==> src/ifd_pkg.sv <==
// Shared types and constants for the USB interface descriptor finder.
package ifd_pkg;

  // Configuration port geometry.
  localparam int CFG_IDX_W  = 3;
  localparam int CFG_DATA_W = 16;

  // Register indexes of the configuration port.
  typedef enum logic [CFG_IDX_W-1:0] {
    REG_WANT_CLASS    = 3'd0,
    REG_WANT_SUBCLASS = 3'd1,
    REG_WANT_PROTOCOL = 3'd2,
    REG_WANT_ALT      = 3'd3,
    REG_IGNORE_MASK   = 3'd4,
    REG_RESUME_OFFSET = 3'd5
  } cfg_idx_t;

  // Bits of the ignore mask; a one disables that compare.
  localparam int IGN_CLASS    = 0;
  localparam int IGN_SUBCLASS = 1;
  localparam int IGN_PROTOCOL = 2;
  localparam int IGN_ALT      = 3;
  localparam logic [3:0] IGNORE_MASK_RST = 4'hF;

  // Descriptor constants.
  localparam logic [7:0]  INTF_DESC_TYPE    = 8'd4;
  localparam logic [7:0]  INTF_DESC_MIN_LEN = 8'd9;
  localparam logic [7:0]  MIN_DESC_LEN      = 8'd2;
  localparam logic [16:0] EARLY_JUDGE_POS   = 17'd3;
  localparam logic [15:0] POS_MAX           = 16'hFFFF;

  // Captured interface bytes, bytes 2..7 of the descriptor.
  localparam int CAP_COUNT = 6;
  localparam int CAP_NUM   = 0;
  localparam int CAP_ALT   = 1;
  localparam int CAP_EPS   = 2;
  localparam int CAP_CLASS = 3;
  localparam int CAP_SUB   = 4;
  localparam int CAP_PROTO = 5;

  // Result status codes.
  localparam logic STATUS_FOUND     = 1'b0;
  localparam logic STATUS_NOT_FOUND = 1'b1;

  // Configuration register file contents.
  typedef struct packed {
    logic [7:0]  want_class;
    logic [7:0]  want_subclass;
    logic [7:0]  want_protocol;
    logic [7:0]  want_alt;
    logic [3:0]  ignore_mask;
    logic [15:0] resume_offset;
  } cfg_t;

  // One result beat from the walker.
  typedef struct packed {
    logic        valid;
    logic        status;
    logic [15:0] desc_offset;
    logic [7:0]  intf_number;
    logic [7:0]  alt_setting;
    logic [7:0]  num_endpoints;
    logic [7:0]  intf_class;
    logic [7:0]  intf_subclass;
    logic [7:0]  intf_protocol;
  } result_t;

endpackage

==> src/ifd_cfg_regs.sv <==
// Configuration register file of the interface descriptor finder.
module ifd_cfg_regs (
  input  logic                          clk,
  input  logic                          rst_n,
  input  logic                          cfg_we,
  input  logic [ifd_pkg::CFG_IDX_W-1:0]  cfg_index,
  input  logic [ifd_pkg::CFG_DATA_W-1:0] cfg_wdata,
  output ifd_pkg::cfg_t                 cfg
);
  import ifd_pkg::*;

  cfg_t cfg_r;

  // Register writes; indexes outside the list are dropped.
  always_ff @(posedge clk) begin
    if (!rst_n) begin
      cfg_r.want_class    <= '0;
      cfg_r.want_subclass <= '0;
      cfg_r.want_protocol <= '0;
      cfg_r.want_alt      <= '0;
      cfg_r.ignore_mask   <= IGNORE_MASK_RST;
      cfg_r.resume_offset <= '0;
    end else if (cfg_we) begin
      unique case (cfg_idx_t'(cfg_index))
        REG_WANT_CLASS:    cfg_r.want_class    <= cfg_wdata[7:0];
        REG_WANT_SUBCLASS: cfg_r.want_subclass <= cfg_wdata[7:0];
        REG_WANT_PROTOCOL: cfg_r.want_protocol <= cfg_wdata[7:0];
        REG_WANT_ALT:      cfg_r.want_alt      <= cfg_wdata[7:0];
        REG_IGNORE_MASK:   cfg_r.ignore_mask   <= cfg_wdata[3:0];
        REG_RESUME_OFFSET: cfg_r.resume_offset <= cfg_wdata[15:0];
        default: ;
      endcase
    end
  end

  assign cfg = cfg_r;

endmodule

==> src/ifd_walker.sv <==
// Descriptor walker: per-byte header tracking, interface capture and match.
module ifd_walker (
  input  logic             clk,
  input  logic             rst_n,
  input  logic             step,
  input  logic [7:0]       data_byte,
  input  logic             last_byte,
  input  ifd_pkg::cfg_t    cfg,
  output ifd_pkg::result_t result
);
  import ifd_pkg::*;

  logic [15:0] pos_r,      pos_nxt;
  logic [15:0] total_r,    total_nxt;
  logic [16:0] next_pos_r, next_pos_nxt;
  logic [15:0] start_r,    start_nxt;
  logic [7:0]  len_r,      len_nxt;
  logic [7:0]  type_r,     type_nxt;
  logic        done_r,     done_nxt;
  logic        stopped_r,  stopped_nxt;
  logic        hdr_r,      hdr_nxt;
  logic        intf_r,     intf_nxt;
  logic [7:0]  cap_r   [CAP_COUNT];
  logic [7:0]  cap_nxt [CAP_COUNT];

  // Next-state logic for one accepted byte.
  always_comb begin
    logic [16:0] pos17;
    logic [16:0] due;
    logic [16:0] off17;
    logic [16:0] rel;
    logic [2:0]  cap_idx;
    logic        match;

    pos_nxt      = pos_r;
    total_nxt    = total_r;
    next_pos_nxt = next_pos_r;
    start_nxt    = start_r;
    len_nxt      = len_r;
    type_nxt     = type_r;
    done_nxt     = done_r;
    stopped_nxt  = stopped_r;
    hdr_nxt      = hdr_r;
    intf_nxt     = intf_r;
    cap_nxt      = cap_r;
    result       = '0;

    pos17   = {1'b0, pos_r};
    off17   = {1'b0, start_r};
    due     = off17 + 17'd1;
    rel     = pos17 - off17;
    cap_idx = rel[2:0] - 3'd2;
    match   = 1'b0;

    if (!done_r) begin
      // Configuration header: first descriptor offset and total length.
      if (pos_r == 16'd0) next_pos_nxt = {9'd0, data_byte};
      if (pos_r == 16'd2) total_nxt[7:0]  = data_byte;
      if (pos_r == 16'd3) total_nxt[15:8] = data_byte;

      if (!stopped_r) begin
        // Header judgment; early headers wait for the total length.
        if (hdr_r) begin
          if (pos17 == due) type_nxt = data_byte;
          if (due < EARLY_JUDGE_POS) due = EARLY_JUDGE_POS;
          if (pos17 == due) begin
            hdr_nxt = 1'b0;
            if ((off17 + 17'd2 > {1'b0, total_nxt}) || (len_r < MIN_DESC_LEN) ||
                (off17 + {9'd0, len_r} > {1'b0, total_nxt})) begin
              stopped_nxt = 1'b1;
            end else begin
              next_pos_nxt = off17 + {9'd0, len_r};
              if ((type_nxt == INTF_DESC_TYPE) && (len_r >= INTF_DESC_MIN_LEN) &&
                  (start_r >= cfg.resume_offset)) begin
                intf_nxt = 1'b1;
              end
            end
          end
        end

        // Capture interface bytes 2..7 and compare at byte 7.
        if (intf_nxt && (pos17 >= off17 + 17'd2)) begin
          if (rel <= 17'd7) begin
            for (int k = 0; k < CAP_COUNT; k++) begin
              if (cap_idx == 3'(k)) cap_nxt[k] = data_byte;
            end
          end
          if (rel == 17'd7) begin
            intf_nxt = 1'b0;
            match = (cfg.ignore_mask[IGN_CLASS] ||
                     (cap_nxt[CAP_CLASS] == cfg.want_class)) &&
                    (cfg.ignore_mask[IGN_SUBCLASS] ||
                     (cap_nxt[CAP_SUB] == cfg.want_subclass)) &&
                    (cfg.ignore_mask[IGN_PROTOCOL] ||
                     (cap_nxt[CAP_PROTO] == cfg.want_protocol)) &&
                    (cfg.ignore_mask[IGN_ALT] ||
                     (cap_nxt[CAP_ALT] == cfg.want_alt));
            if (match) begin
              done_nxt             = 1'b1;
              result.valid         = 1'b1;
              result.status        = STATUS_FOUND;
              result.desc_offset   = start_r;
              result.intf_number   = cap_nxt[CAP_NUM];
              result.alt_setting   = cap_nxt[CAP_ALT];
              result.num_endpoints = cap_nxt[CAP_EPS];
              result.intf_class    = cap_nxt[CAP_CLASS];
              result.intf_subclass = cap_nxt[CAP_SUB];
              result.intf_protocol = cap_nxt[CAP_PROTO];
            end
          end
        end

        // Start of the next descriptor header.
        if (!done_nxt && !stopped_nxt && !hdr_nxt && !intf_nxt &&
            (pos17 == next_pos_nxt)) begin
          start_nxt = pos_r;
          len_nxt   = data_byte;
          hdr_nxt   = 1'b1;
        end
      end

      if (pos_r != POS_MAX) pos_nxt = pos_r + 16'd1;
    end

    // End of set: report not-found if needed, then clear the stream.
    if (last_byte) begin
      if (!done_nxt) begin
        result        = '0;
        result.valid  = 1'b1;
        result.status = STATUS_NOT_FOUND;
      end
      pos_nxt      = '0;
      total_nxt    = '0;
      next_pos_nxt = '0;
      start_nxt    = '0;
      len_nxt      = '0;
      type_nxt     = '0;
      done_nxt     = 1'b0;
      stopped_nxt  = 1'b0;
      hdr_nxt      = 1'b0;
      intf_nxt     = 1'b0;
      for (int k = 0; k < CAP_COUNT; k++) cap_nxt[k] = '0;
    end
  end

  // Walk state; it advances only on an accepted beat.
  always_ff @(posedge clk) begin
    if (!rst_n) begin
      pos_r      <= '0;
      total_r    <= '0;
      next_pos_r <= '0;
      start_r    <= '0;
      len_r      <= '0;
      type_r     <= '0;
      done_r     <= 1'b0;
      stopped_r  <= 1'b0;
      hdr_r      <= 1'b0;
      intf_r     <= 1'b0;
      for (int k = 0; k < CAP_COUNT; k++) cap_r[k] <= '0;
    end else if (step) begin
      pos_r      <= pos_nxt;
      total_r    <= total_nxt;
      next_pos_r <= next_pos_nxt;
      start_r    <= start_nxt;
      len_r      <= len_nxt;
      type_r     <= type_nxt;
      done_r     <= done_nxt;
      stopped_r  <= stopped_nxt;
      hdr_r      <= hdr_nxt;
      intf_r     <= intf_nxt;
      cap_r      <= cap_nxt;
    end
  end

endmodule

==> src/ifd_out_stage.sv <==
// Result register between the walker and the output channel.
module ifd_out_stage (
  input  logic             clk,
  input  logic             rst_n,
  input  logic             in_valid,
  output logic             in_ready,
  input  ifd_pkg::result_t result,
  output logic             out_valid,
  input  logic             out_ready,
  output ifd_pkg::result_t out_data
);
  import ifd_pkg::*;

  logic    valid_r, valid_nxt;
  result_t data_r;
  logic    load;

  // A new byte is taken whenever the result register is empty or draining.
  assign in_ready = !valid_r || out_ready;
  assign load     = in_valid && in_ready && result.valid;

  always_comb begin
    valid_nxt = valid_r;
    if (load) begin
      valid_nxt = 1'b1;
    end else if (out_ready) begin
      valid_nxt = 1'b0;
    end
  end

  // Valid flag is control state; the payload needs no reset.
  always_ff @(posedge clk) begin
    if (!rst_n) begin
      valid_r <= 1'b0;
    end else begin
      valid_r <= valid_nxt;
    end
  end

  always_ff @(posedge clk) begin
    if (load) begin
      data_r <= result;
    end
  end

  assign out_valid = valid_r;
  assign out_data  = data_r;

endmodule

==> src/usb_interface_descriptor_finder_top.sv <==
// Top level of the USB interface descriptor finder.
//
// Input channel: one byte of a configuration descriptor set per beat
// (in_data_byte, with in_last_byte on the final byte of the set).
// Output channel: at most one result beat per set, either the first
// interface descriptor that matches the configured class, subclass,
// protocol and alternate setting (status 0), or not-found (status 1)
// on the last byte. Configuration registers are written through the
// cfg_ port only while no set is in flight, a rule for the user that
// the block does not enforce. Throughput: one byte per cycle unless
// stalled, set by the walker step that updates the header and capture
// state for each accepted byte. The result beat is registered and
// valid in the cycle after the byte that completes it (byte 7 of the
// matching descriptor or the last byte). Reset: registers return to
// their defaults (ignore mask all ones) and the stream state clears,
// so the next byte is offset 0 of a new set. Stall: while a result
// waits in the output register and out_ready is low, in_ready drops;
// when it is taken, a new byte is accepted in the same cycle.
module usb_interface_descriptor_finder_top (
  input  logic                          clk,
  input  logic                          rst_n,
  input  logic                          cfg_we,
  input  logic [ifd_pkg::CFG_IDX_W-1:0]  cfg_index,
  input  logic [ifd_pkg::CFG_DATA_W-1:0] cfg_wdata,
  input  logic                          in_valid,
  output logic                          in_ready,
  input  logic [7:0]                    in_data_byte,
  input  logic                          in_last_byte,
  output logic                          out_valid,
  input  logic                          out_ready,
  output logic                          out_status,
  output logic [15:0]                   out_desc_offset,
  output logic [7:0]                    out_intf_number,
  output logic [7:0]                    out_alt_setting,
  output logic [7:0]                    out_num_endpoints,
  output logic [7:0]                    out_intf_class,
  output logic [7:0]                    out_intf_subclass,
  output logic [7:0]                    out_intf_protocol
);
  import ifd_pkg::*;

  cfg_t    cfg;
  result_t walk_res;
  result_t out_data;
  logic    in_fire;

  assign in_fire = in_valid && in_ready;

  ifd_cfg_regs u_cfg (
    .clk       (clk),
    .rst_n     (rst_n),
    .cfg_we    (cfg_we),
    .cfg_index (cfg_index),
    .cfg_wdata (cfg_wdata),
    .cfg       (cfg)
  );

  ifd_walker u_walker (
    .clk       (clk),
    .rst_n     (rst_n),
    .step      (in_fire),
    .data_byte (in_data_byte),
    .last_byte (in_last_byte),
    .cfg       (cfg),
    .result    (walk_res)
  );

  ifd_out_stage u_out (
    .clk       (clk),
    .rst_n     (rst_n),
    .in_valid  (in_valid),
    .in_ready  (in_ready),
    .result    (walk_res),
    .out_valid (out_valid),
    .out_ready (out_ready),
    .out_data  (out_data)
  );

  assign out_status        = out_data.status;
  assign out_desc_offset   = out_data.desc_offset;
  assign out_intf_number   = out_data.intf_number;
  assign out_alt_setting   = out_data.alt_setting;
  assign out_num_endpoints = out_data.num_endpoints;
  assign out_intf_class    = out_data.intf_class;
  assign out_intf_subclass = out_data.intf_subclass;
  assign out_intf_protocol = out_data.intf_protocol;

`ifndef SYNTH
  // A found descriptor never starts below the resume offset.
  a_found_after_resume: assert property (@(posedge clk) disable iff (!rst_n)
    (out_valid && (out_status == STATUS_FOUND)) |-> (out_desc_offset >= cfg.resume_offset))
    else $error("found descriptor lies below resume offset");

  // A found descriptor honors the class compare unless it is masked.
  a_found_class: assert property (@(posedge clk) disable iff (!rst_n)
    (out_valid && (out_status == STATUS_FOUND) && !cfg.ignore_mask[IGN_CLASS])
      |-> (out_intf_class == cfg.want_class))
    else $error("found descriptor class mismatch");

  // A not-found beat carries zero fields.
  a_not_found_zero: assert property (@(posedge clk) disable iff (!rst_n)
    (out_valid && (out_status == STATUS_NOT_FOUND))
      |-> ((out_desc_offset == 16'd0) && (out_intf_number == 8'd0) &&
           (out_intf_class == 8'd0) && (out_alt_setting == 8'd0)))
    else $error("not-found beat carries nonzero fields");
`endif

endmodule
==> config.mk <==
export PLATFORM = sky130hd
export DESIGN_NAME = usb_interface_descriptor_finder_top
export DESIGN_NICKNAME = d
export VERILOG_FILES = /design/src/ifd_pkg.sv /design/src/ifd_cfg_regs.sv /design/src/ifd_walker.sv /design/src/ifd_out_stage.sv /design/src/usb_interface_descriptor_finder_top.sv
export SDC_FILE = /design/constraint.sdc
export NUM_CORES = 1
export LEC_CHECK = 0
export BUFFER_PORTS_ARGS = -buffer_cell sky130_fd_sc_hd__buf_2
export CAP_MARGIN = 20
export CORE_UTILIZATION = 27
export DETAILED_ROUTE_END_ITERATION = 6
export PLACE_DENSITY = 0.45
export SYNTH_ARGS = -nofsm -noshare
export SYNTH_HDL_FRONTEND = slang
export SYNTH_SLANG_ARGS = --single-unit
==> constraint.sdc <==
create_clock -name clk -period 13.95 [get_ports clk]
set_input_delay 1.395 -clock clk [delete_from_list [all_inputs] [get_ports clk]]
set_output_delay 1.395 -clock clk [all_outputs]
set_load 0.03 [all_outputs]
==> impl_metrics.json <==
{
  "gr-usage-all-layers_pct": 19.4,
  "start_util_pct": 27.3,
  "synth_area_um2": 16100,
  "regArea_um2": 5680,
  "wl_per_cell_um": 21.4,
  "yosysTopAreaCell": "dfxtp_1",
  "yosysUniqueCellTypes": 91,
  "ys.flop_type": "dfxtp_1",
  "r2r_setup_slack_ns": 6.58,
  "grt_start_max_net_pins": 93,
  "synth_top_area_share_pct": 23.1,
  "grt_pass1_wl_um": 90100,
  "die_w_um": 246,
  "end_kind": "register",
  "p_leak_nw": 6.52,
  "core_um2": 59000,
  "syn_to_final_growth_pct": 14.0,
  "ff2ff_path_depth": 17,
  "power.switching_w": 0.000436,
  "row_count": 89,
  "final_common_cell": "nand2_1",
  "synthArstFlopShare_pct": 0,
  "p_int_w": 0.00132,
  "htree_levels": 1,
  "swShare_pct": 24.8,
  "r2r_end": "u_walker.start_r[3]",
  "cts_buffer_depth": 3,
  "pwr-share-clk_pct": 48.7,
  "path_cells": "nor4_1 -> and3_1 -> nand3_1 -> a21oi_1 -> ha_1 -> a21o_1 -> a21o_1 -> a221o_1 -> a221oi_1 -> o21ai_0 -> nor4_4 -> nand2_1 -> o41ai_1 -> nand4_1 -> or3b_1 -> a211oi_4 -> o21ai_0",
  "syn_inst": 1930,
  "syn_nets": 2058,
  "cts.sinks": 251,
  "post_cts_buffers": 0,
  "cp.arrival_ns": 7.78,
  "status": "completed",
  "clk_pin_slew_ns": 0.06,
  "synth_area_leaders": "dfxtp_1, edfxtp_1, ha_1, nand2_1, xnor2_1",
  "cts_resized": 0,
  "via_count": 14700,
  "ant_nets": 0,
  "maxCapViolCount": 0,
  "io_pins": 100,
  "yosys_register_bits": 251,
  "tritoncts": "yes",
  "final_layout_size_suffix_gt1_share_pct": 10.2,
  "die_area_um2": 60700,
  "num-fill-cells": 6257,
  "cts_buffers": 31,
  "setup_violations": 0,
  "hold_path_depth": 2,
  "hp-class": "register to register",
  "r2r_start": "u_walker.pos_r[7]",
  "path_class": "register to register",
  "final_cell_mix": "nand2_1, dfxtp_1, nor2_1",
  "insertion_delay_ns": 0.57,
  "synth-edff-count": 65,
  "nets": 2094,
  "tightest_slew_ns": 1.09,
  "p_per_area_nw_per_um2": 95.6,
  "finalCritPeriodShare_pct": 52.9,
  "slew_headroom_pct": 27.2,
  "viasPerCell": 5.30,
  "synth_area_per_cell_um2": 8.35,
  "p_comb_share_pct": 7.8,
  "final_max_slew_viol_count": 0,
  "ir_drop_mv": 0.0882,
  "max_freq_mhz": 136,
  "dp_hpwl_um": 43000,
  "required_ns": 14.36,
  "first_pass_iters": 5,
  "seq_power_share_pct": 43.5,
  "rsz0062_at_grt": "no",
  "setup.worst_path.start_class": "register",
  "cts-root-buf": "clkbuf_16",
  "synth_warnings": 0,
  "min_period_ns": 7.37,
  "die_y_um": 246,
  "holdWs_ns": 0.468,
  "slowest_delay_ns": 0.89,
  "drc": 0,
  "first_iter_violations": 1170,
  "cp_slowest_cell": "a211oi_4",
  "multi_input_area_um2": 9610,
  "worstHoldStart": "u_cfg.cfg[9]",
  "drt_wl_total_um": 59200,
  "seq_area_frac_synth_pct": 35.2,
  "finalHoldViolations": 0,
  "hold_end": "u_cfg.cfg[9]",
  "gp_congestion": 0.911,
  "grt_antenna_before_repair": 0,
  "crit_fanout": 24,
  "grt-ovfl-total": 0,
  "ctsHoldBuffers": 0,
  "io_buffers": 99,
  "final.setup.tns_ns": 0,
  "grt_pass1_vias": 14200,
  "fin_skew_ns": 0.0149
}
power by group through the flow:
stage          sequential (W)  clock, W  combinational, W
2_1_floorplan        0.000795         0         0.0000718
3_5_place_dp         0.000781         0          0.000137
6_report             0.000765  0.000856          0.000136
4_1_cts              0.000765  0.000880          0.000138
3_3_place_gp         0.000781         0          0.000137
5_1_grt              0.000766  0.000911          0.000148
flip-flops by register name, indices dropped and copies added (netlist names), 8 cells and up:
signal               count
u_walker.pos_r          16
u_walker.len_r           8
u_out.out_data          65
u_walker.type_r          8
u_walker.start_r        16
u_walker.total_r        16
u_cfg.cfg               52
u_walker.next_pos_r     17
u_walker.cap_r          48
per-layer routing:
| metal | up-vias | track usage [%] | share of wire (%) |
|---|---|---|---|
| met2 | 421 | 33.7 | 48 |
| li1 | 7069 | - | - |
| met4 | 0 | 5.66 | 2.7 |
| met1 | 7086 | 25.1 | 44 |
| met5 | - | 0 | 0 |
| met3 | 86 | 2.14 | 4.7 |
Yosys cell counts (4+ instances only):
cell / instances
a2111oi_0: 6
a211oi_1: 9
a21boi_0: 55
a21o_1: 26
a21oi_1: 98
a221o_1: 4
a221oi_1: 7
a22o_1: 8
a22oi_1: 63
a31oi_1: 12
a32oi_1: 11
and2_1: 28
and3_1: 11
and4_1: 4
buf_1: 5
buf_2: 25
clkbuf_1: 86
dfxtp_1: 186
edfxtp_1: 65
ha_1: 93
inv_1: 98
mux2i_1: 45
nand2_1: 223
nand2b_1: 17
nand3_1: 44
nand4_1: 38
nor2_1: 160
nor2b_1: 79
nor3_1: 34
nor4_1: 17
o2111ai_1: 31
o211ai_1: 14
o21a_1: 6
o21ai_0: 66
o21ai_1: 29
o221a_2: 6
o221ai_1: 7
o22ai_1: 16
o31ai_1: 5
or2_2: 4
or3_1: 13
or4_1: 6
xnor2_1: 71
xor2_1: 23
logic make-up (layout without fill, tap and decap cells):
family	after synthesis	count (layout)	synth area share (%)
AND/OR/NAND/NOR	701	701	21.2
AO/OA/AOI/OAI	522	522	22.6
flip-flops	251	251	35.2
buffers and inverters	219	279	5.35
adder cells (fa/ha/maj)	95	95	7.47
XOR/XNOR	94	94	5.11
multiplexers	48	48	3.00
other	0	1	0
how the worst max path moves through the flow:
stage                                    from                  end  depth (start not counted)
final                       u_walker.pos_r[7]  u_walker.start_r[3]                         17
after global routing      u_walker.start_r[1]   u_out.out_data[61]                         21
after CTS                 u_walker.start_r[1]   u_out.out_data[14]                         15
after detailed placement      in_data_byte[1]   u_out.out_data[61]                         17
after global placement        in_data_byte[1]   u_out.out_data[61]                         17
after floorplan               in_data_byte[2]    u_out.out_data[0]                         17
metrics by stage:
step	area [um^2]	instances	setup WS [ns]	power (W)	util, %
finish	18400	2764	6.58	0.00176	31.1
global route	18400	2763	6.09	0.00182	31.1
CTS	18400	2761	6.56	0.00178	31.1
detailed placement	17300	2704	6.34	0.000918	29.3
global placement	17300	2702	6.39	0.000918	29.3
floorplan	16100	1930	3.76	0.000867	-
worst max-delay path: cells and delay by family, from the launching register on:
kind                     cells  cell delay (ns)
AND/OR/NAND/NOR              7             2.93
flip-flops                   1             0.61
AO/OA/AOI/OAI                9             3.33
adder cells (fa/ha/maj)      1             0.31
cell type report:
cell class / instances / share of cell area, %
multi-input cells: 1460 / 52.3
flip-flops and latches: 251 / 30.9
well taps: 773 / 5.26
clock buffers: 41 / 4.48
repair buffers: 122 / 3.73
inverters: 100 / 2.04
clock inverters: 16 / 1.30
diodes: 1 / 0.0136
Power figures use the tool's default switching activity.
